File: config.mk
export PLATFORM = sky130hd
export DESIGN_NAME = sound_onset_silence_detector_core
export DESIGN_NICKNAME = d
export VERILOG_FILES = /design/src/rtl/sosd_pkg.sv /design/src/rtl/sound_onset_silence_detector_core.sv
export SDC_FILE = /design/constraint.sdc
export NUM_CORES = 1
export LEC_CHECK = 0
export ABC_CLOCK_PERIOD_IN_PS = 6800
export BUFFER_PORTS_ARGS = -buffer_cell sky130_fd_sc_hd__buf_2
export CAP_MARGIN = 20
export CORE_MARGIN = 1.5
export CORE_UTILIZATION = 50
export CTS_CLUSTER_SIZE = 28
export DETAILED_ROUTE_END_ITERATION = 12
export GPL_TIMING_DRIVEN = 0
export PLACE_DENSITY = 0.8
export RECOVER_POWER = 50
export SYNTH_ARGS = -nofsm -noshare
export SYNTH_HDL_FRONTEND = slang
export SYNTH_SLANG_ARGS = --single-unit
File: constraint.sdc
create_clock -name clk_i -period 6.8 [get_ports clk_i]
set_input_delay 1.02 -clock clk_i [delete_from_list [all_inputs] [get_ports clk_i]]
set_output_delay 1.02 -clock clk_i [all_outputs]
set_load 0.02 [all_outputs]
File: src/rtl/sosd_pkg.sv
// ----------------------------------------------------------------------------
// sosd_pkg
// Shared types and constants of the sound onset / silence detector.
// ----------------------------------------------------------------------------
package sosd_pkg;

  // Sample, gate, level, count and code widths
  localparam int unsigned SampleW = 16;
  localparam int unsigned MagW    = SampleW + 1;
  localparam int unsigned GateW   = 16;
  localparam int unsigned LevelW  = 16;
  localparam int unsigned CountW  = 16;
  localparam int unsigned CodeW   = 2;

  // Stream payload widths (padded to whole bytes)
  localparam int unsigned InDataW  = 2 * SampleW;
  localparam int unsigned OutBitsW = CodeW + LevelW + CountW;
  localparam int unsigned OutDataW = ((OutBitsW + 7) / 8) * 8;

  // Configuration port
  localparam int unsigned CfgIdxW  = 2;
  localparam int unsigned CfgDataW = 16;

  typedef enum logic [CfgIdxW-1:0] {
    REG_NOISE_GATE    = 2'd0,
    REG_SOUND_GATE    = 2'd1,
    REG_SILENCE_LIMIT = 2'd2
  } cfg_reg_e;

  localparam logic [GateW-1:0]  NoiseGateRst    = 16'd500;
  localparam logic [GateW-1:0]  SoundGateRst    = 16'd1000;
  localparam logic [CountW-1:0] SilenceLimitRst = 16'd100;

  // Detector states, also the reported code
  typedef enum logic [CodeW-1:0] {
    ST_IDLE     = 2'd0,
    ST_ONSET    = 2'd1,
    ST_SOUNDING = 2'd2,
    ST_SILENCE  = 2'd3
  } det_state_e;

endpackage

File: src/rtl/sound_onset_silence_detector_core.sv
// ----------------------------------------------------------------------------
// sound_onset_silence_detector_core
// Block-energy onset and silence detector for stereo 16-bit frames.
// ----------------------------------------------------------------------------
// One stereo frame is taken per beat, one beat per cycle. Frames are summed
// as absolute values; after every FRAMES_PER_BLOCK frames the block sum is
// divided by twice the frame count (reciprocal multiply) and the detector is
// stepped, giving one result beat per block and none for the other frames.
// After the last frame of its block the result is registered in the
// accumulator, then in the divider multiply, then in the detector step.
// Every stage moves together and holds only while a result beat waits on
// the output, so the sustained rate is one frame per cycle. Configuration
// writes take effect at once and must be made while idle.
module sound_onset_silence_detector_core #(
  parameter int unsigned FRAMES_PER_BLOCK = 8
) (
  input  logic                            clk_i,
  input  logic                            rst_ni,
  // Configuration writes
  input  logic                            cfg_we_i,
  input  logic [sosd_pkg::CfgIdxW-1:0]    cfg_idx_i,
  input  logic [sosd_pkg::CfgDataW-1:0]   cfg_data_i,
  // Frame stream
  input  logic                            s_axis_tvalid,
  output logic                            s_axis_tready,
  // [15:0] left_sample, [31:16] right_sample
  input  logic [sosd_pkg::InDataW-1:0]    s_axis_tdata,
  // Result stream
  output logic                            m_axis_tvalid,
  input  logic                            m_axis_tready,
  // [1:0] detector_code, [17:2] block_level, [33:18] quiet_blocks, rest zero
  output logic [sosd_pkg::OutDataW-1:0]   m_axis_tdata
);
  import sosd_pkg::*;

  // Derived sizes
  localparam int unsigned SumW    = $clog2(65536 * FRAMES_PER_BLOCK + 1);
  localparam int unsigned FrmW    = (FRAMES_PER_BLOCK > 1) ? $clog2(FRAMES_PER_BLOCK) : 1;
  localparam int unsigned Divisor = 2 * FRAMES_PER_BLOCK;
  localparam int unsigned DivLog  = $clog2(Divisor);
  localparam int unsigned Shift   = SumW + DivLog;
  localparam int unsigned RecipW  = Shift - DivLog + 1;
  localparam logic [63:0] RecipFull =
      ((64'd1 << Shift) + 64'(Divisor) - 64'd1) / 64'(Divisor);
  localparam logic [RecipW-1:0] Recip = RecipFull[RecipW-1:0];
  localparam logic [FrmW-1:0] LastFrame = FrmW'(FRAMES_PER_BLOCK - 1);

  // Configuration registers
  logic [GateW-1:0]  noise_gate_q, sound_gate_q;
  logic [CountW-1:0] silence_limit_q;

  always_ff @(posedge clk_i or negedge rst_ni) begin
    if (!rst_ni) begin
      noise_gate_q    <= NoiseGateRst;
      sound_gate_q    <= SoundGateRst;
      silence_limit_q <= SilenceLimitRst;
    end else if (cfg_we_i) begin
      case (cfg_idx_i)
        REG_NOISE_GATE:    noise_gate_q    <= cfg_data_i[GateW-1:0];
        REG_SOUND_GATE:    sound_gate_q    <= cfg_data_i[GateW-1:0];
        REG_SILENCE_LIMIT: silence_limit_q <= cfg_data_i[CountW-1:0];
        default: ;
      endcase
    end
  end

  // Flow control: all stages advance together unless a result beat waits
  logic adv, accept;
  assign adv           = !m_axis_tvalid || m_axis_tready;
  assign s_axis_tready = adv;
  assign accept        = s_axis_tvalid && adv;

  // Absolute sample values
  logic [SampleW-1:0] left_s, right_s;
  logic [MagW-1:0]    left_ext, right_ext, left_mag, right_mag;
  assign left_s    = s_axis_tdata[SampleW-1:0];
  assign right_s   = s_axis_tdata[2*SampleW-1:SampleW];
  assign left_ext  = {left_s[SampleW-1], left_s};
  assign right_ext = {right_s[SampleW-1], right_s};
  assign left_mag  = left_s[SampleW-1]  ? (MagW'(0) - left_ext)  : left_ext;
  assign right_mag = right_s[SampleW-1] ? (MagW'(0) - right_ext) : right_ext;

  // Accumulate one block
  logic [SumW-1:0] sum_q, sum_d, blk_sum_q;
  logic [FrmW-1:0] frame_q;
  logic            blk_valid_q, last_frame;

  assign sum_d      = sum_q + SumW'(left_mag) + SumW'(right_mag);
  assign last_frame = (frame_q == LastFrame);

  always_ff @(posedge clk_i or negedge rst_ni) begin
    if (!rst_ni) begin
      sum_q       <= '0;
      frame_q     <= '0;
      blk_valid_q <= 1'b0;
    end else if (adv) begin
      blk_valid_q <= accept && last_frame;
      if (accept) begin
        sum_q   <= last_frame ? '0 : sum_d;
        frame_q <= last_frame ? '0 : frame_q + FrmW'(1);
      end
    end
  end

  always_ff @(posedge clk_i) begin
    if (accept && last_frame) begin
      blk_sum_q <= sum_d;
    end
  end

  // Divide the block sum by twice the frame count
  logic [SumW+RecipW-1:0] prod;
  logic [LevelW-1:0]      level_q;
  logic                   lvl_valid_q;

  assign prod = SumW'(blk_sum_q) * Recip;

  always_ff @(posedge clk_i or negedge rst_ni) begin
    if (!rst_ni) begin
      lvl_valid_q <= 1'b0;
    end else if (adv) begin
      lvl_valid_q <= blk_valid_q;
    end
  end

  always_ff @(posedge clk_i) begin
    if (adv && blk_valid_q) begin
      level_q <= prod[Shift +: LevelW];
    end
  end

  // Detector step: next state
  det_state_e        det_q, det_d, det_base;
  logic [CountW-1:0] cnt_q, cnt_d;
  logic              is_quiet, is_loud;

  assign is_quiet = (level_q < noise_gate_q);
  assign is_loud  = (level_q > sound_gate_q);

  always_comb begin
    case (det_q)
      ST_ONSET:   det_base = ST_SOUNDING;
      ST_SILENCE: det_base = ST_IDLE;
      default:    det_base = det_q;
    endcase
    det_d = det_base;
    case (det_base)
      ST_SOUNDING: begin
        if (is_quiet && !(cnt_q < silence_limit_q)) det_d = ST_SILENCE;
      end
      ST_IDLE: begin
        if (is_loud) det_d = ST_ONSET;
      end
      default: det_d = det_base;
    endcase
  end

  // Detector step: quiet block count
  always_comb begin
    cnt_d = cnt_q;
    case (det_base)
      ST_SOUNDING: begin
        if (is_quiet) begin
          cnt_d = (cnt_q < silence_limit_q) ? cnt_q + CountW'(1) : '0;
        end
        if (cnt_d != '0 && is_loud) cnt_d = '0;
      end
      ST_IDLE: begin
        if (is_loud) cnt_d = '0;
      end
      default: cnt_d = cnt_q;
    endcase
  end

  // Detector registers and result beat
  logic               out_valid_q;
  logic [LevelW-1:0]  out_level_q;

  always_ff @(posedge clk_i or negedge rst_ni) begin
    if (!rst_ni) begin
      det_q       <= ST_IDLE;
      cnt_q       <= '0;
      out_valid_q <= 1'b0;
    end else if (adv) begin
      out_valid_q <= lvl_valid_q;
      if (lvl_valid_q) begin
        det_q <= det_d;
        cnt_q <= cnt_d;
      end
    end
  end

  always_ff @(posedge clk_i) begin
    if (adv && lvl_valid_q) begin
      out_level_q <= level_q;
    end
  end

  assign m_axis_tvalid = out_valid_q;
  assign m_axis_tdata  = {{(OutDataW - OutBitsW){1'b0}}, cnt_q, out_level_q, det_q};

  // Checks
  a_onset_one_block: assert property (@(posedge clk_i) disable iff (!rst_ni)
    (adv && lvl_valid_q && det_q == ST_ONSET) |=> det_q != ST_ONSET)
    else $error("onset lasted more than one block");

  a_silence_one_block: assert property (@(posedge clk_i) disable iff (!rst_ni)
    (adv && lvl_valid_q && det_q == ST_SILENCE) |=> det_q != ST_SILENCE)
    else $error("silence found lasted more than one block");

  a_count_clear: assert property (@(posedge clk_i) disable iff (!rst_ni)
    (det_q == ST_ONSET || det_q == ST_SILENCE) |-> cnt_q == '0)
    else $error("quiet count not cleared on state change");

  a_frame_range: assert property (@(posedge clk_i) disable iff (!rst_ni)
    frame_q <= LastFrame)
    else $error("frame index beyond block length");

endmodule

==> flow_summary.ini <==
[outcome]
status = complete, but fails checks
failed_checks = max-capacitance violations, max-slew violations

[timing]
holdWs_ns = 0.4159
slew_viol_final = 95
period_share = 0.7034
hold_violations = 0
slew_headroom = -0.8676
max_freq_mhz = 209.1
worst_pin_slew_ns = 2.801
rsz0062_at_grt = false
finalSetupViolCount = 0
skew_ns = 0.01100
setup_tns_ns = 0
finalCriticalPeriod_ns = 4.783

[setup_path]
endpoint_kind = asynchronous set/reset pin
path_buf_inv = 2
critPathArrivalTime_ns = 4.71
start_kind = primary input
required_ns = 6.73
path_delay_family = buffers and inverters
cp_cell_sequence = clkbuf_1, clkbuf_1
r2r_slack_ns = 3.11
cpMostUsedCell = clkbuf_1
path_class = in2async
critPathMaxStageDelay_ns = 2.07
path_max_fanout = 51
cp_slowest_cell = clkbuf_1

[routing]
met1_length_mm = 8.280
drc_errors = 0
routedWlPerCell_um = 16.55
drt_iter0_markers = 551
drt_first_pass_iters = 4
ant_nets = 0
route.met3.wl_um = 881
wirelength_mm = 19.52
num_vias = 6538
highest_layer = met4
wl_met2_mm = 9.977
vias_per_cell = 5.545

[clock_tree]
cts_htree_levels = 4
ctsRootBufferMaster = clkbuf_16
clockBufferDepth = 2
cts_made_buffers = 17
clkLatencyLatePin_ns = 0.43
post_cts_buffers = 0
cts_tree = done
cts.reportedPaths.clkPinSlew_ns = 0.06
postCtsResizedCells = 0
ctsHoldBuffers = 0
clock_sinks = 140

[synthesis]
yosys_warnings = 0
synth-seq-cells = 140
avgSynthCellArea_um2 = 10.47
postSynthCellCount = 829
synth_cell_types = 74
async_reset_ff_frac = 0.6571
ys_seq_area_frac = 0.4333
synth_area_um2 = 8682
synth-edff-count = 48
synth_ff_type = dfrtp_1

[pwr]
comb_power_share = 0.419
ir_worst_vdd_mv = 0.1753
leakagePower_nw = 4.622
switching_share = 0.3753
pwr-share-clk = 0.246
pwr-share-seq = 0.335
p_per_area_nw_per_um2 = 379.2
p_switching_w = 0.001427
power.internal_w = 0.002375

[floorplan]
start_util = 0.5180
row_count = 47
dieArea_um2 = 18160
top_level_ports = 97
die_y_um = 134.8
design.core.area_um2 = 16760
die_x_um = 134.8

[finish]
syn2layout_area_growth_pct = 15.48
drive_gt1_frac = 0.2075
final_common_cell = inv_1
n_fill_cell = 1392
insertedDiodeCount = 0
ff_latch_area_um2 = 3762
design_area_um2 = 10030
multi_input_area_um2 = 4367
num-nets-final = 1089
final_cell_mix = 111 x inv_1, 88 x buf_2, 77 x dfrtp_1

[place]
port_buffers = 90
placed_cell_area_um2 = 9464
dpl.hpwl_mm = 14.82
place_congestion = 0.8887

[grt]
grt_pass1_vias = 6558
grt_max_degree = 52
grtUsageTotal = 0.2305
antenna_found_initial = 0
grt_overflow = 0
grt_pass1_wl_mm = 32.38

[min_path]
hold_class = reg2reg

[flow_run]
maxCapViolCount = 2
[cells by family after synthesis]
kind of cell	Yosys count	share of synthesized area
AND/OR/NAND/NOR	186	0.1084
AO/OA/AOI/OAI	192	0.1528
XOR/XNOR	44	0.04439
adder cells (fa/ha/maj)	88	0.1424
other	1	0.0004319
flip-flops	140	0.4333
multiplexers	40	0.05159
buffers and inverters	138	0.06672
[cell type report]
type / instances / area share
Multi-Input combinational cell: 558 / 0.4355
Sequential cell: 140 / 0.3753
Timing Repair Buffer: 91 / 0.04480
Clock buffer: 18 / 0.04380
Inverter: 111 / 0.04156
Tap cell: 220 / 0.02746
Buffer: 27 / 0.01585
Clock inverter: 14 / 0.01572
[cells in the mapped netlist, types with 6 or more instances]
| cell type | instances | area share |
|---|---|---|
| o21ai_0 | 58 | 0.033 |
| nand3_1 | 15 | 0.0086 |
| nand4_1 | 7 | 0.0050 |
| o21bai_1 | 6 | 0.0052 |
| edfxtp_1 | 48 | 0.17 |
| or3_1 | 7 | 0.0050 |
| a22o_1 | 29 | 0.029 |
| a21o_1 | 9 | 0.0078 |
| o21a_1 | 6 | 0.0052 |
| fa_1 | 18 | 0.042 |
| nor3_1 | 10 | 0.0058 |
| dfrtp_1 | 77 | 0.22 |
| a21oi_1 | 31 | 0.018 |
| nand2_1 | 65 | 0.028 |
| nor2b_1 | 9 | 0.0065 |
| clkbuf_1 | 13 | 0.0056 |
| o31ai_1 | 14 | 0.012 |
| inv_1 | 111 | 0.048 |
| dfstp_2 | 15 | 0.045 |
| ha_1 | 70 | 0.10 |
| mux2_2 | 38 | 0.049 |
| nand2b_1 | 10 | 0.0072 |
| xnor2_1 | 21 | 0.021 |
| xor2_1 | 23 | 0.023 |
| buf_4 | 7 | 0.0061 |
| nor2_1 | 33 | 0.014 |
[per-layer routing]
| layer | vias up | global-route usage |
|---|---|---|
| li1 | 3152 | - |
| met3 | 26 | 0.04279 |
| met1 | 3175 | 0.2835 |
| met4 | 0 | 0.08184 |
| met2 | 185 | 0.4063 |
| met5 | - | 0 |
[power by group through the flow]
stage               clock, W  combinational, W  sequential [W]
floorplan                  0           0.00118         0.00128
global placement           0           0.00151         0.00127
detailed placement         0           0.00158         0.00128
CTS                 0.000948           0.00160         0.00127
global route        0.000984           0.00179         0.00129
finish              0.000937           0.00159         0.00127
[flip-flops by register name, indices dropped and copies added, names as in the netlist, 3 cells and up]
name and cells:
silence_limit_q 16, noise_gate_q 16, sound_gate_q 16, level_q 16, blk_sum_q 16, frame_q 3
sum_q 20, out_level_q 16, cnt_q 16
[final timing paths]
| path | startpoint | end | cells past startpoint |
|---|---|---|---|
| worst max-delay path | rst_ni | sound_gate_q[10] | 2 |
| worst min-delay path | blk_sum_q[18] | level_q[14] | 0 |
| worst max register to register | level_q[1] | cnt_q[14] | 12 |
| worst min register to register | blk_sum_q[18] | level_q[14] | 0 |
| max in group clk_i | s_axis_tdata[4] | sum_q[19] | 19 |
| min in group asynchronous | rst_ni | cnt_q[15] | 1 |
[metrics by stage]
stage / instances / power [W] / util / setup slack (ns)
floorplan: 836 / 0.002451 / - / 2.308
global placement: 1146 / 0.002782 / 0.5629 / 1.726
detailed placement: 1147 / 0.002859 / 0.5647 / 1.657
CTS: 1179 / 0.003817 / 0.6003 / 2.077
global route: 1179 / 0.004070 / 0.5982 / 1.132
finish: 1179 / 0.003802 / 0.5982 / 2.017
(Power assumes the default switching activity.)
